==> src/hdl/ptd_pkg.sv <==
// shared constants and types for the point to triangle distance pipeline
`timescale 1ns / 1ps

package ptd_pkg;

  // weight format: Q0.16 with one extra bit so that one itself fits
  localparam int WEIGHT_BITS  = 16;
  localparam int WEIGHT_WIDTH = WEIGHT_BITS + 1;

  // multiplier: limb products, row sums, final sum
  localparam int MUL_LAT    = 3;
  localparam int LIMB_WIDTH = 32;

  // divider: one check stage, then one quotient bit per stage
  localparam int RATIO_LAT = WEIGHT_BITS + 1;

  typedef logic [WEIGHT_WIDTH-1:0] weight_t;

  localparam weight_t WEIGHT_ONE = weight_t'(1) << WEIGHT_BITS;

endpackage

==> src/hdl/ptd_mul.sv <==
// pipelined signed multiplier built from 32x32 limb products
`timescale 1ns / 1ps

module ptd_mul #(
  parameter int A_WIDTH = 33,
  parameter int B_WIDTH = 33
) (
  input  logic                              clk,
  input  logic                              en,
  input  logic signed [A_WIDTH-1:0]         a,
  input  logic signed [B_WIDTH-1:0]         b,
  output logic signed [A_WIDTH+B_WIDTH-1:0] p
);
  import ptd_pkg::*;

  localparam int P_WIDTH = A_WIDTH + B_WIDTH;
  localparam int NL      = (P_WIDTH + LIMB_WIDTH - 1) / LIMB_WIDTH;
  localparam int XW      = NL * LIMB_WIDTH;

  logic [XW-1:0]           ax;
  logic [XW-1:0]           bx;
  logic [2*LIMB_WIDTH-1:0] pp [NL][NL];
  logic [XW-1:0]           row_next [NL];
  logic [XW-1:0]           row [NL];
  logic [XW-1:0]           total_next;

  // sign extend so that the product modulo 2^XW is the signed product
  assign ax = {{(XW-A_WIDTH){a[A_WIDTH-1]}}, a};
  assign bx = {{(XW-B_WIDTH){b[B_WIDTH-1]}}, b};

  // stage 1: limb products
  always_ff @(posedge clk) begin
    if (en) begin
      for (int i = 0; i < NL; i++) begin
        for (int j = 0; j < NL; j++) begin
          pp[i][j] <= (2*LIMB_WIDTH)'(ax[i*LIMB_WIDTH +: LIMB_WIDTH])
                    * (2*LIMB_WIDTH)'(bx[j*LIMB_WIDTH +: LIMB_WIDTH]);
        end
      end
    end
  end

  // stage 2: one row sum per limb of a
  always_comb begin
    for (int i = 0; i < NL; i++) begin
      row_next[i] = '0;
      for (int j = 0; j < NL; j++) begin
        row_next[i] = row_next[i] + (XW'(pp[i][j]) << ((i + j) * LIMB_WIDTH));
      end
    end
  end

  always_ff @(posedge clk) begin
    if (en) begin
      row <= row_next;
    end
  end

  // stage 3: sum of rows
  always_comb begin
    total_next = '0;
    for (int i = 0; i < NL; i++) begin
      total_next = total_next + row[i];
    end
  end

  always_ff @(posedge clk) begin
    if (en) begin
      p <= $signed(total_next[P_WIDTH-1:0]);
    end
  end

endmodule

==> config.mk <==
export PLATFORM = sky130hd
export DESIGN_NAME = ptd_mul
export DESIGN_NICKNAME = d
export VERILOG_FILES = /design/src/hdl/ptd_pkg.sv /design/src/hdl/ptd_mul.sv
export SDC_FILE = /design/constraint.sdc
export NUM_CORES = 2
export LEC_CHECK = 0
export BUFFER_PORTS_ARGS = -buffer_cell sky130_fd_sc_hd__buf_2
export CAP_MARGIN = 20
export CORE_UTILIZATION = 60
export DETAILED_ROUTE_END_ITERATION = 10
export PLACE_DENSITY = 0.77
export SLEW_MARGIN = 20
export SYNTH_ARGS = -nofsm -noshare
export SYNTH_HDL_FRONTEND = slang
export SYNTH_SLANG_ARGS = --single-unit
==> constraint.sdc <==
create_clock -name clk -period 12.8 [get_ports clk]
set_clock_uncertainty 0.1 [all_clocks]
set_input_delay 0.64 -clock clk [delete_from_list [all_inputs] [get_ports clk]]
set_output_delay 0.64 -clock clk [all_outputs]
set_load 0.02 [all_outputs]
==> Yosys cells after proc, flatten, opt, wreduce, memory -nomap -nowiden <==
Memories as Yosys holds them, arrays and structs flattened. A register that Yosys moved wholly into a read port is not among the register bits.
Index checks and enable logic that the tools add are counted.
{ "word_totals": {"ff_bits": 198, "mem_bits_rw": 576, "in_bits": 68, "output_inout_bits": 66, "elab_cells": 15, "n_memories": 1} }
{ "mem_list": {"columns": ["memory", "depth", "width", "read_ports", "rd_ports_with_merged_regs", "wr", "line_no", "text"], "rows": [
  ["pp", 3, 192, 3, 1, 3, "ptd_mul.sv:22", "logic [2*LIMB_WIDTH-1:0] pp [NL][NL];"]
]} }
{ "classes": {"addsub": 5, "mul": 4, "muxes": 2} }
{ "op_table": {"columns": ["cell", "n"], "rows": [
  ["adder 66 bit", 4],
  ["multiplier 32 x 32 -> 64 bit", 4],
  ["adder 64 x 66 -> 66 bit", 1],
  ["2-to-1 mux 1 bit", 2]
]} }

==> Logic depth before layout (Yosys ltp) <==
An unclocked memory read counts as a cell.
{ "logic_depth": {"word_depth": 3, "ltp_mapped": 29} }

==> Least setup slack after synthesis <==
OpenSTA, ideal clock, no wires.
{ "synth_path": {"path_type": "input port to flip-flop", "from": "in b[2]", "to": "mem pp[2][161] (netlist name) (data pin)", "arrival_ns": 7.987, "required_ns": 12.440, "setup_slack_ns": 4.453, "path_stages": 26, "n_path_buf": 2, "cell_sequence": "clkbuf_1 and2_1 fa_1 fa_1 fa_1 inv_1 fa_1 fa_1 inv_1 fa_1 inv_1 fa_1 inv_1 fa_1 ha_1 clkbuf_1 a21o_1 a21o_1 a21o_1 a2111oi_0 a211oi_1 nor2_1 a21oi_1 a21o_1 a21oi_1 xnor2_1"} }
{ "synth_rtl": {"columns": ["item", "line_no", "text"], "rows": [
  ["from (decl)", "ptd_mul.sv:11", "input logic signed [B_WIDTH-1:0] b,"],
  ["to (decl)", "ptd_mul.sv:22", null]
]} }

==> run metrics <==
RePlAce Congestion=between 0.9 and 1; Unique masters post-synth=73; register area share after synthesis=around 14%; TritonCTS clock tree=built; post-route ant nets=0; Final min period=8.85 ns; Synth Area in Compound Gates=roughly 5%; CP Launch Type=input pin; Tot GR Track Use=around 30%; EDFF count, synth=299; # setup viols final=0; DRT iter0 DRCs=approximately 3,100; core area=approximately 100,000 um2; RSZ-0062 raised after global routing=no; row count=118; most frequent cell on the critical path=fa_1; Post-route DRC=0; IO Count=134; post-cts resize count=0; CP endpoint kind=register; Post-Synth Simple-Gate Area=11.9%; vias=between 40,000 and 50,000; chip width=roughly 330 um; dominant cells by area after synthesis=fa_1, edfxtp_1, ha_1; vias in the first global route=roughly 46,000; Worst-path clk slew=0.08 ns; Post-Synth Adder-Cell Area=approximately 55%; Die ar.=approximately 110,000 um2; DR vias/cell=roughly 5.6; mapped cell area=~63,000 um2; syn nets=approximately 8,200; final hold slack=around 0.31 ns; WL final=between 150 and 200 mm; worst min-delay path class=register to register; CP top delay family=adder cells; Synth top area share=43.5%; Clock Latency Late Sink=0.61 ns; Syn. warnings=0; max_cap viols=0; Hold Buf Count CTS=0; setup ws final=3.95 ns; syn_area_per_cell=between 10 and 15 um2; CP bufs+invs=5; Slew Limit Fails=0; Worst Max-Slew Pin Slew=~1.1 ns; crit path kind=input pin to register; mux share of post-synthesis cell area=0%; Post-Place Setup Slack=roughly 3.4 ns; Fmax=113 MHz; Synth Instances=between 6,000 and 7,000; Post-CTS Setup Inserts=0; Post-DP HPWL=approximately 120 mm; root buffer cell=clkbuf_16; xor and xnor fraction of the mapped netlist area=under 10%; share of layout cells above drive strength 1=between 3 and 4%; starting density of the core=60.6%; PortBufs=about 130; slowest cell on the critical path=a211oi_1; Max Fanout on Critical Path=33; Clock Path Buffers=3; final period utilization=69.2%; Die Ht=about 330 um; Post-Route Utilization=between 60% and 70%; slowest stage delay, CP=just under 0.9 ns; largest area contributor in the netlist=fa_1; TNS Setup=0 ns; worst relative slew slack=roughly 26%; Synth Register Bits=approximately 300; endpoints failing hold=0; CP required=13.06 ns; GR Overflow Total=0; initial antenna violation count=10; CTS sink count=299; CTS Buf Count=29; WL/cell=approximately 20 um; largest family of logic cells by synthesized area=adder cells; Fillers=8,205; outcome=complete, no violations; Async S/R FF share, synth=0%; first-pass GRT wire length=248 mm; drt pass-1 iters=6; largest net degree at the start of global routing=196; Worst Path Arrival=9.12 ns; Final #Nets=just over 8,000; H-tree Lvls=1; synth-to-layout area growth=4.41%; Top FF cell, synth=edfxtp_1
logic make-up after synthesis:
group | after synthesis
adders and majority gates | 1954
buffers and inverters | 1737
and+or+nand+nor | 1472
AOI/OAI and AO/OA | 493
DFF | 299
xor gates and xnor gates | 221
cell type report:
cell class | count | area, um2 | share of cell area [%]
well taps | 1380 | 1730 | 2.63
flip-flops and latches | 299 | 8980 | 13.7
multi-input cells | 4140 | 47300 | 72.1
clock buffers | 32 | 737 | 1.12
repair buffers | 155 | 853 | 1.30
clock inverters | 21 | 258 | 0.393
diodes | 5 | 12.5 | 0.0191
inverters | 1520 | 5710 | 8.70
layout by cell type, fill, tap and decap left out, types with 27 or more instances in the layout:
cell	Yosys	layout
a21o_1	69	69
ha_1	590	590
nand3_1	33	33
nor3_1	27	27
inv_1	1520	1520
nor2_1	103	103
and2_1	623	623
xnor2_1	172	172
xor2_1	49	49
o21ai_0	88	88
buf_2	1	132
nand2_1	576	576
a21oi_1	164	164
fa_1	1364	1364
edfxtp_1	299	299
clkbuf_16	0	29
through the flow:
step                std cells  cell area, um2
floorplan                6176           62800
global placement         7494           64600
detailed placement       7494           64600
CTS                      7547           65600
global route             7551           65600
finish                   7552           65600
path summary, 6_finish.rpt:
kind	depth (start not counted)	slack, ns	from	endpoint
worst max-delay path	25	3.95	a[15]	pp[0][186]$_DFFE_PP_
worst min-delay path	0	0.31	pp[2][137]$_DFFE_PP_	row_next[73]$_DFFE_PP_
worst max register to register	14	8.55	row[64]$_DFFE_PP_	p[65]$_DFFE_PP_
worst min register to register	0	0.31	pp[2][137]$_DFFE_PP_	row_next[73]$_DFFE_PP_
synth_stat cells (5+ instances only):
cell type  count
nor2b_1       19
o21ai_1       10
inv_1       1520
xor2_1        49
nand4_1       16
nand3_1       33
nor3_1        27
and3_1        10
nand2_1      576
o21bai_1      18
o21ai_0       88
ha_1         590
a21oi_1      164
nor3b_1        5
xnor2_1      172
or2_2          6
a211oi_1      22
clkbuf_1     216
and4_1        10
nor2_1       103
o21a_1        26
fa_1        1364
and2_1       623
a221oi_1       9
o211ai_1      11
edfxtp_1     299
a21o_1        69
nand2b_1      24
a31oi_1       14
flip-flops by register name (all words and copies together), names as in the netlist:
signal,count
p,66
pp,133
row,70
row_next,30
routing by layer:
metal / global-route usage (%) / up-vias / wire length (um)
met1: 41.1 / 21557 / 63100
li1: - / 18527 / -
met3: 4.18 / 293 / 12300
met4: 9.29 / 4 / 5030
met2: 50.1 / 1737 / 73900
met5: 0 / - / 28
Power is left out: the tool's default activity adds up to more than one toggle a clock period on the data nets, which glitch-free logic cannot reach.
